**config.mk**
```make
export PLATFORM = sky130hd
export DESIGN_NAME = video_gate_array_registers_core
export DESIGN_NICKNAME = d
export VERILOG_FILES = /design/src/rtl/vgar_pkg.sv /design/src/rtl/vgar_regs.sv /design/src/rtl/video_gate_array_registers_core.sv
export VERILOG_INCLUDE_DIRS = /design/src /design/src/rtl
export SDC_FILE = /design/constraint.sdc
export NUM_CORES = 1
export LEC_CHECK = 0
export ABC_AREA = 1
export BUFFER_PORTS_ARGS = -buffer_cell sky130_fd_sc_hd__buf_4
export CORE_MARGIN = 1.5
export CORE_UTILIZATION = 30
export CTS_CLUSTER_SIZE = 24
export DETAILED_ROUTE_END_ITERATION = 8
export PLACE_DENSITY = 0.52
export SYNTH_ARGS = -nofsm -noshare
export SYNTH_HDL_FRONTEND = slang
export SYNTH_SLANG_ARGS = --single-unit
export TNS_END_PERCENT = 1
```
**constraint.sdc**
```tcl
create_clock -name clk -period 2.79 [get_ports clk]
set_input_delay 0.837 -clock clk [delete_from_list [all_inputs] [get_ports clk]]
set_output_delay 0.837 -clock clk [all_outputs]
set_load 0.01 [all_outputs]
```
**src/rtl/video_gate_array_registers_core_defines.svh**
```systemverilog
// ----------------------------------------------------------------------------
// video gate array register block assertion macros
// checks compile away when SYNTHESIS is defined
// ----------------------------------------------------------------------------
`ifndef VIDEO_GATE_ARRAY_REGISTERS_CORE_DEFINES_SVH
`define VIDEO_GATE_ARRAY_REGISTERS_CORE_DEFINES_SVH

`ifndef SYNTHESIS
// checked on every rising edge outside reset
`define VGAR_ASSERT(lbl, prop, msg) \
  lbl: assert property (@(posedge clk) disable iff (rst) prop) else $error(msg);
// checked on every rising edge, reset included
`define VGAR_ASSERT_ALWAYS(lbl, prop, msg) \
  lbl: assert property (@(posedge clk) prop) else $error(msg);
`else
`define VGAR_ASSERT(lbl, prop, msg)
`define VGAR_ASSERT_ALWAYS(lbl, prop, msg)
`endif

`endif

```
**src/rtl/vgar_pkg.sv**
```systemverilog
// ----------------------------------------------------------------------------
// vgar_pkg
// item types, register addresses and mode bit positions of the gate array
// ----------------------------------------------------------------------------
package vgar_pkg;

  localparam int PALETTE_ENTRIES = 16;
  localparam int PAGE_BYTES      = 16384;
  localparam int PAGE_SHIFT      = $clog2(PAGE_BYTES);

  localparam int S_TDATA_W = 24;
  localparam int M_TDATA_W = 72;
  localparam int S_PAD_W   = 6;
  localparam int M_PAD_W   = 4;

  typedef enum logic [1:0] {
    KIND_GA_WRITE   = 2'd0,
    KIND_PAGE_WRITE = 2'd1,
    KIND_STATUS     = 2'd2,
    KIND_TICK       = 2'd3
  } kind_t;

  // gate array register addresses below the palette range
  localparam logic [4:0] REG_MODE1  = 5'd0;
  localparam logic [4:0] REG_MASK   = 5'd1;
  localparam logic [4:0] REG_BORDER = 5'd2;
  localparam logic [4:0] REG_MODE2  = 5'd3;
  localparam logic [4:0] REG_RESET  = 5'd4;

  // mode_bits positions
  localparam int MB_HIBW  = 0;
  localparam int MB_GRAPH = 1;
  localparam int MB_16COL = 4;
  localparam int MB_2COL  = 6;

  // page register address mode codes and stored address modes
  localparam logic [1:0] PC_ALPHA = 2'd0;
  localparam logic [1:0] PC_GLOW  = 2'd1;
  localparam logic [1:0] PC_GHIGH = 2'd3;
  localparam logic [1:0] AM_ALPHA = 2'd0;
  localparam logic [1:0] AM_GLOW  = 2'd1;
  localparam logic [1:0] AM_GHIGH = 2'd2;

  localparam logic [2:0] DRAW_TEXT    = 3'd0;
  localparam logic [2:0] DRAW_2COL    = 3'd1;
  localparam logic [2:0] DRAW_16COL   = 3'd2;
  localparam logic [2:0] DRAW_HIBW    = 3'd3;
  localparam logic [2:0] DRAW_4COL    = 3'd4;

  localparam logic [3:0] CHAR_W_16COL  = 4'd4;
  localparam logic [3:0] CHAR_W_NORMAL = 4'd8;

  typedef struct packed {
    kind_t       kind;
    logic [7:0]  data_byte;
    logic        display_area;
    logic        vsync_active;
    logic [3:0]  last_dot;
    logic [3:0]  palette_query;
  } in_item_t;

  typedef struct packed {
    logic [4:0]  status_byte;
    logic [2:0]  draw_mode;
    logic [3:0]  char_width;
    logic [16:0] crt_page_base;
    logic [16:0] cpu_page_base;
    logic [1:0]  address_mode;
    logic [3:0]  border_value;
    logic [3:0]  mask_value;
    logic [6:0]  mode_flags;
    logic [3:0]  palette_color;
    logic        crtc_advance;
  } out_item_t;

endpackage

```
**src/rtl/vgar_regs.sv**
```systemverilog
// ----------------------------------------------------------------------------
// vgar_regs
// register state of the gate array, updated by one item per step, with the
// result item formed from the updated values
// ----------------------------------------------------------------------------
`include "video_gate_array_registers_core_defines.svh"

module vgar_regs (
  input  logic                clk,
  input  logic                rst,
  input  logic                step,
  input  vgar_pkg::in_item_t  item,
  output vgar_pkg::out_item_t result
);
  import vgar_pkg::*;

  logic       data_phase, data_phase_next;
  logic [4:0] selected_register, selected_register_next;
  logic [3:0] palette [PALETTE_ENTRIES];
  logic [3:0] palette_mask_reg, palette_mask_reg_next;
  logic [3:0] border_reg, border_reg_next;
  logic [6:0] mode_bits, mode_bits_next;
  logic [2:0] crt_page, crt_page_next;
  logic [2:0] cpu_page, cpu_page_next;
  logic [1:0] addr_mode_reg, addr_mode_reg_next;
  logic       tick_toggle, tick_toggle_next;

  logic       pal_we;
  logic [4:0] status;
  logic       adv;
  logic [2:0] draw_mode;

  always_comb begin
    data_phase_next        = data_phase;
    selected_register_next = selected_register;
    palette_mask_reg_next  = palette_mask_reg;
    border_reg_next        = border_reg;
    mode_bits_next         = mode_bits;
    crt_page_next          = crt_page;
    cpu_page_next          = cpu_page;
    addr_mode_reg_next     = addr_mode_reg;
    tick_toggle_next       = tick_toggle;
    pal_we                 = 1'b0;
    status                 = 5'd0;
    adv                    = 1'b0;
    case (item.kind)
      KIND_GA_WRITE: begin
        data_phase_next = ~data_phase;
        if (!data_phase) begin
          selected_register_next = item.data_byte[4:0];
        end else if (selected_register[4]) begin
          pal_we = 1'b1;
        end else begin
          case (selected_register)
            REG_MODE1:  mode_bits_next = {mode_bits[6:5], item.data_byte[4:0]};
            REG_MASK:   palette_mask_reg_next = item.data_byte[3:0];
            REG_BORDER: border_reg_next = item.data_byte[3:0];
            REG_MODE2:  mode_bits_next = {item.data_byte[3], item.data_byte[1],
                                          mode_bits[4:0]};
            REG_RESET:  ;
            default:    ;
          endcase
        end
      end
      KIND_PAGE_WRITE: begin
        crt_page_next = item.data_byte[2:0];
        // hi-bandwidth graphics uses page pairs, so the crt page is even
        if (mode_bits[MB_HIBW] && mode_bits[MB_GRAPH]) begin
          crt_page_next[0] = 1'b0;
        end
        cpu_page_next = item.data_byte[5:3];
        case (item.data_byte[7:6])
          PC_ALPHA: addr_mode_reg_next = AM_ALPHA;
          PC_GLOW:  addr_mode_reg_next = AM_GLOW;
          PC_GHIGH: addr_mode_reg_next = AM_GHIGH;
          default:  ;
        endcase
      end
      KIND_STATUS: begin
        data_phase_next = 1'b0;
        status = {item.last_dot[selected_register[1:0]], item.vsync_active,
                  1'b1, 1'b0, item.display_area};
      end
      KIND_TICK: begin
        if (mode_bits[MB_HIBW]) begin
          adv = 1'b1;
        end else begin
          tick_toggle_next = ~tick_toggle;
          adv = tick_toggle;
        end
      end
      default: ;
    endcase
  end

  always_comb begin
    if (!mode_bits_next[MB_GRAPH]) begin
      draw_mode = DRAW_TEXT;
    end else if (mode_bits_next[MB_2COL]) begin
      draw_mode = DRAW_2COL;
    end else if (mode_bits_next[MB_16COL]) begin
      draw_mode = DRAW_16COL;
    end else if (mode_bits_next[MB_HIBW]) begin
      draw_mode = DRAW_HIBW;
    end else begin
      draw_mode = DRAW_4COL;
    end
  end

  always_comb begin
    result.status_byte   = status;
    result.draw_mode     = draw_mode;
    result.char_width    = mode_bits_next[MB_16COL] ? CHAR_W_16COL : CHAR_W_NORMAL;
    result.crt_page_base = {crt_page_next, {PAGE_SHIFT{1'b0}}};
    result.cpu_page_base = {cpu_page_next, {PAGE_SHIFT{1'b0}}};
    result.address_mode  = addr_mode_reg_next;
    result.border_value  = border_reg_next;
    result.mask_value    = palette_mask_reg_next;
    result.mode_flags    = mode_bits_next;
    // forward a palette write that lands on the queried entry
    result.palette_color = (pal_we && (selected_register[3:0] == item.palette_query))
                           ? item.data_byte[3:0] : palette[item.palette_query];
    result.crtc_advance  = adv;
  end

  always_ff @(posedge clk) begin
    if (rst) begin
      data_phase        <= 1'b0;
      selected_register <= 5'd0;
      palette_mask_reg  <= 4'd0;
      border_reg        <= 4'd0;
      mode_bits         <= 7'd0;
      crt_page          <= 3'd0;
      cpu_page          <= 3'd0;
      addr_mode_reg     <= AM_ALPHA;
      tick_toggle       <= 1'b0;
    end else if (step) begin
      data_phase        <= data_phase_next;
      selected_register <= selected_register_next;
      palette_mask_reg  <= palette_mask_reg_next;
      border_reg        <= border_reg_next;
      mode_bits         <= mode_bits_next;
      crt_page          <= crt_page_next;
      cpu_page          <= cpu_page_next;
      addr_mode_reg     <= addr_mode_reg_next;
      tick_toggle       <= tick_toggle_next;
    end
  end

  always_ff @(posedge clk) begin
    if (rst) begin
      for (int i = 0; i < PALETTE_ENTRIES; i++) begin
        palette[i] <= 4'd0;
      end
    end else if (step && pal_we) begin
      palette[selected_register[3:0]] <= item.data_byte[3:0];
    end
  end

  `VGAR_ASSERT(a_status_clears_phase,
    step && (item.kind == KIND_STATUS) |=> !data_phase,
    "status read left the flip-flop in the data phase")
  `VGAR_ASSERT(a_hibw_page_even,
    step && (item.kind == KIND_PAGE_WRITE) && mode_bits[MB_HIBW] && mode_bits[MB_GRAPH]
      |=> !crt_page[0],
    "odd crt page in hi-bandwidth graphics")
  `VGAR_ASSERT(a_hibw_tick_advances,
    (item.kind == KIND_TICK) && mode_bits[MB_HIBW] |-> result.crtc_advance,
    "tick in hi-bandwidth mode did not advance the crtc")
  `VGAR_ASSERT_ALWAYS(a_advance_on_tick_only,
    result.crtc_advance |-> (item.kind == KIND_TICK),
    "crtc advance outside a tick")

endmodule

```
**src/rtl/video_gate_array_registers_core.sv**
```systemverilog
// ----------------------------------------------------------------------------
// video_gate_array_registers_core
// gate array register block with stream input and result channels
// ----------------------------------------------------------------------------
// s_* carries one item per access: a gate array write, a page register write,
// a status read or a crtc tick, selected by s_tuser. every item gives exactly
// one result item on m_*, holding the status byte, the crtc advance and the
// current register view (draw mode, page bases, palette color and so on).
// an accepted item is held in the input register until it can move on, is
// decoded and applied to the register state, and its result is loaded into
// the output register, which drives m_tvalid and m_tdata.
// throughput is one item per cycle while m_tready stays high; the state
// update is a single decode between the input and output registers.
// when the receiver stalls the result holds in the output register, the
// input register keeps one more item, and s_tready drops after that.
// rst clears both channels and all register state, palette included, to
// zero: text mode, alpha addressing, address phase.
// ----------------------------------------------------------------------------
module video_gate_array_registers_core (
  input  logic                                 clk,
  input  logic                                 rst,
  input  logic                                 s_tvalid,
  output logic                                 s_tready,
  // data_byte[7:0], display_area, vsync_active, last_dot[3:0], palette_query[3:0]
  input  logic [vgar_pkg::S_TDATA_W-1:0]       s_tdata,
  // kind[1:0]
  input  logic [1:0]                           s_tuser,
  output logic                                 m_tvalid,
  input  logic                                 m_tready,
  // status_byte[4:0], draw_mode[2:0], char_width[3:0], crt_page_base[16:0],
  // cpu_page_base[16:0], address_mode[1:0], border_value[3:0], mask_value[3:0],
  // mode_flags[6:0], palette_color[3:0], crtc_advance
  output logic [vgar_pkg::M_TDATA_W-1:0]       m_tdata
);
  import vgar_pkg::*;

  logic      in_valid;
  in_item_t  in_item;
  logic      out_valid;
  logic [M_TDATA_W-1:0] out_data;
  logic      advance;
  out_item_t result;

  assign advance  = in_valid && (!out_valid || m_tready);
  assign s_tready = !in_valid || advance;
  assign m_tvalid = out_valid;
  assign m_tdata  = out_data;

  always_ff @(posedge clk) begin
    if (rst) begin
      in_valid <= 1'b0;
    end else if (s_tready) begin
      in_valid <= s_tvalid;
    end
  end

  always_ff @(posedge clk) begin
    if (s_tvalid && s_tready) begin
      in_item.kind          <= kind_t'(s_tuser);
      in_item.data_byte     <= s_tdata[7:0];
      in_item.display_area  <= s_tdata[8];
      in_item.vsync_active  <= s_tdata[9];
      in_item.last_dot      <= s_tdata[13:10];
      in_item.palette_query <= s_tdata[17:14];
    end
  end

  vgar_regs u_regs (
    .clk    (clk),
    .rst    (rst),
    .step   (advance),
    .item   (in_item),
    .result (result)
  );

  always_ff @(posedge clk) begin
    if (rst) begin
      out_valid <= 1'b0;
    end else if (advance) begin
      out_valid <= 1'b1;
    end else if (m_tready) begin
      out_valid <= 1'b0;
    end
  end

  always_ff @(posedge clk) begin
    if (advance) begin
      out_data <= {{M_PAD_W{1'b0}}, result.crtc_advance, result.palette_color,
                   result.mode_flags, result.mask_value, result.border_value,
                   result.address_mode, result.cpu_page_base, result.crt_page_base,
                   result.char_width, result.draw_mode, result.status_byte};
    end
  end

endmodule
```
==> results.py <==
metrics = {
    "drt": {
        "via_count": 4952,
        "ant_nets": 0,
        "wl_per_cell_um": 13.0,
        "dr.pass1.iters": 5,
        "drc": 0,
        "wl_um": 15300,
        "viasPerCell": 4.20,
        "drtIter0Drc": 344,
    },
    "placement": {
        "dp_hpwl_um": 10600,
        "io_buffers": 62,
        "gp_congestion": 0.805,
        "place_area_um2": 7840,
        "placedCellCount": 1148,
        "pre_cts_slack_ns": 0.0973,
    },
    "setup_path": {
        "crit_family": "buffers and inverters",
        "end_kind": "flop",
        "worstPathArrival_ns": 2.51,
        "cp_cell_sequence": "buf_4 > inv_2 > nand2_1 > nand2_2 > inv_2 > buf_4 > nand3_1 > o21ai_0 > a21oi_1",
        "max_stage_delay_ns": 0.55,
        "crit_fanout": 59,
        "required_ns": 3.09,
        "slowest_stage": "buf_4",
        "cp_num_buf_inv": 4,
        "worstSetupPathType": "in -> reg",
        "worstSetupStartpointType": "primary input",
    },
    "cts": {
        "clk-insertion-delay-late_ns": 0.42,
        "cts_tree": "built",
        "cts-resized-gates": 0,
        "cts_setup_buffers": 0,
        "clkTransAtPathRegs_ns": 0.07,
        "cts_buffers": 17,
        "cts.path.max_buffers": 2,
        "cts.sinks": 156,
        "htree_levels": 4,
        "root_buffer": "clkbuf_16",
        "cts_hold_buf": 0,
    },
    "timing": {
        "worst_pin_slew_ns": 0.721,
        "slew_headroom": 0.516,
        "finalClockSkew_ns": 0.00852,
        "layout_min_cycle_time_ns": 2.22,
        "max_freq_mhz": 451,
        "tns_ns": 0,
        "hold_viol": 0,
        "fin_ws_ns": 0.572,
        "finalSetupViolCount": 0,
        "rsz0062_at_grt": "no",
        "holdWs_ns": 0.461,
        "period_share": 0.795,
        "final_max_slew_viol_count": 0,
    },
    "final_layout": {
        "antenna_cells": 0,
        "fin_nets": 878,
        "fillers": 2346,
        "areaGrowthSynthToFinish_pct": 18.6,
        "stdcell_count": 1180,
        "top_register": "u_regs.palette",
        "design_area_um2": 8430,
        "drive_gt1_frac": 0.146,
        "largest_reg_flops": 64,
    },
    "floorplanning": {
        "fp.dieH_um": 157,
        "dieArea_um2": 24600,
        "pin_count": 104,
        "die_x_um": 157,
        "rows": 56,
        "core_um2": 23300,
        "start_util": 0.304,
    },
    "yosys": {
        "synth.top_cell.area_share": 0.507,
        "avgSynthCellArea_um2": 9.12,
        "yosys_warnings": 0,
        "syn_inst": 779,
        "synth.distinct_cells": 31,
        "synth_seq_area_share": 0.609,
        "ys_seq_elements": 156,
        "synth_top_cell_by_area": "edfxtp_1",
        "synth_area_leaders": "edfxtp_1, nand2_1, dfxtp_1",
        "netlist_area_um2": 7100,
    },
    "grt": {
        "antenna_found_initial": 0,
        "grt_pass1_vias": 4651,
        "overflow": 0,
        "grt_pass1_wl_um": 24500,
        "grtUsageTotal": 0.133,
        "grt_max_degree": 60,
    },
    "min_path": {
        "worstHoldPathType": "reg -> reg",
    },
    "outcome": {
        "status": "finished, final reports clean",
    },
    "power": {
        "leakage_nw": 3.82,
        "ir_drop_uv": 451,
        "powerDensity_nw_per_um2": 650,
    },
    "flow_run": {
        "max_cap_viol_count": 0,
    },
}
## metrics by stage
stage,power (mW),util
floorplan,3.06,-
global placement,3.22,0.336
detailed placement,3.22,0.336
CTS,5.53,0.361
global route,5.70,0.361
finish,5.47,0.361
## synthesized netlist by cell type, drive strengths merged
cell	count
or2	1
nand3	58
clkinv	5
dfxtp	36
nor2	117
a211oi	2
clkbuf	19
o21ai	37
buf	42
nand4	1
a21oi	18
a22oi	2
edfxtp	120
inv	103
nor3	3
nand2	208
xor2	4
conb	1
o211ai	1
a21boi	1
## area by class of cell
type	instances	area, um^2	area share
tap	319	399	0.0474
sequential	156	4320	0.513
clock inverter	14	160	0.0190
timing repair buffer	77	578	0.0686
multi-input combinational	488	2130	0.253
inverter	108	405	0.0481
clock buffer	18	429	0.0509
## tightest hold or removal path: cells and delay by family (launching register included)
family                 cells  cell delay (ns)
DFF                        1             0.30
buffers and inverters      1             0.06
AOI/OAI and AO/OA          1             0.06
## path summary, 6_finish.rpt
path / start / end / slack, ns / cells past startpoint
worst max-delay path: m_tready / u_regs.selected_register[2] / 0.57 / 9
worst min-delay path: u_regs.cpu_page[2] / u_regs.cpu_page[2] / 0.46 / 2
worst max register to register: in_item[18] / u_regs.palette[0][2] / 0.72 / 7
worst min register to register: u_regs.cpu_page[2] / u_regs.cpu_page[2] / 0.46 / 2
## where the power goes
| part | internal, mW | switching [mW] | leakage, nW | total, mW |
|---|---|---|---|---|
| clock network | 1.34 | 0.967 | 0.282 | 2.31 |
| registers | 2.62 | 0.0545 | 1.50 | 2.68 |
| logic | 0.166 | 0.327 | 2.04 | 0.493 |
| total | 4.13 | 1.35 | 3.82 | 5.47 |
## placed cells by master (no fill, tap or decap), drive strengths merged
master,synthesis,final
a21oi,18,18
a22oi,2,2
clkbuf,19,18
clkinvlp,0,3
buf,42,77
xor2,4,4
clkinv,5,8
or2,1,1
nor2,117,117
nand2,208,208
nand3,58,58
nand4,1,1
a21boi,1,1
o21ai,37,37
bufinv,0,2
conb,1,35
o211ai,1,1
edfxtp,120,120
dfxtp,36,36
inv,103,109
nor3,3,3
a211oi,2,2
## cells by family (layout without fill, tap and decap cells)
logic type                Yosys count  in the layout  share of synthesized area
other                               1             35                   0.000528
and+or+nand+nor                   388            388                      0.231
AOI/OAI and AO/OA                  61             61                     0.0456
DFF                               156            156                      0.609
xor gates and xnor gates            4              4                    0.00493
buffers and inverters             169            217                      0.109
## routing by layer
layer	share of wire	vias to the layer above	global-route usage
met3	0.055	22	0.0285
li1	-	2558	-
met4	0.023	0	0.0653
met1	0.48	2217	0.173
met5	0	-	0
met2	0.44	155	0.208
(Power assumes the default switching activity.)
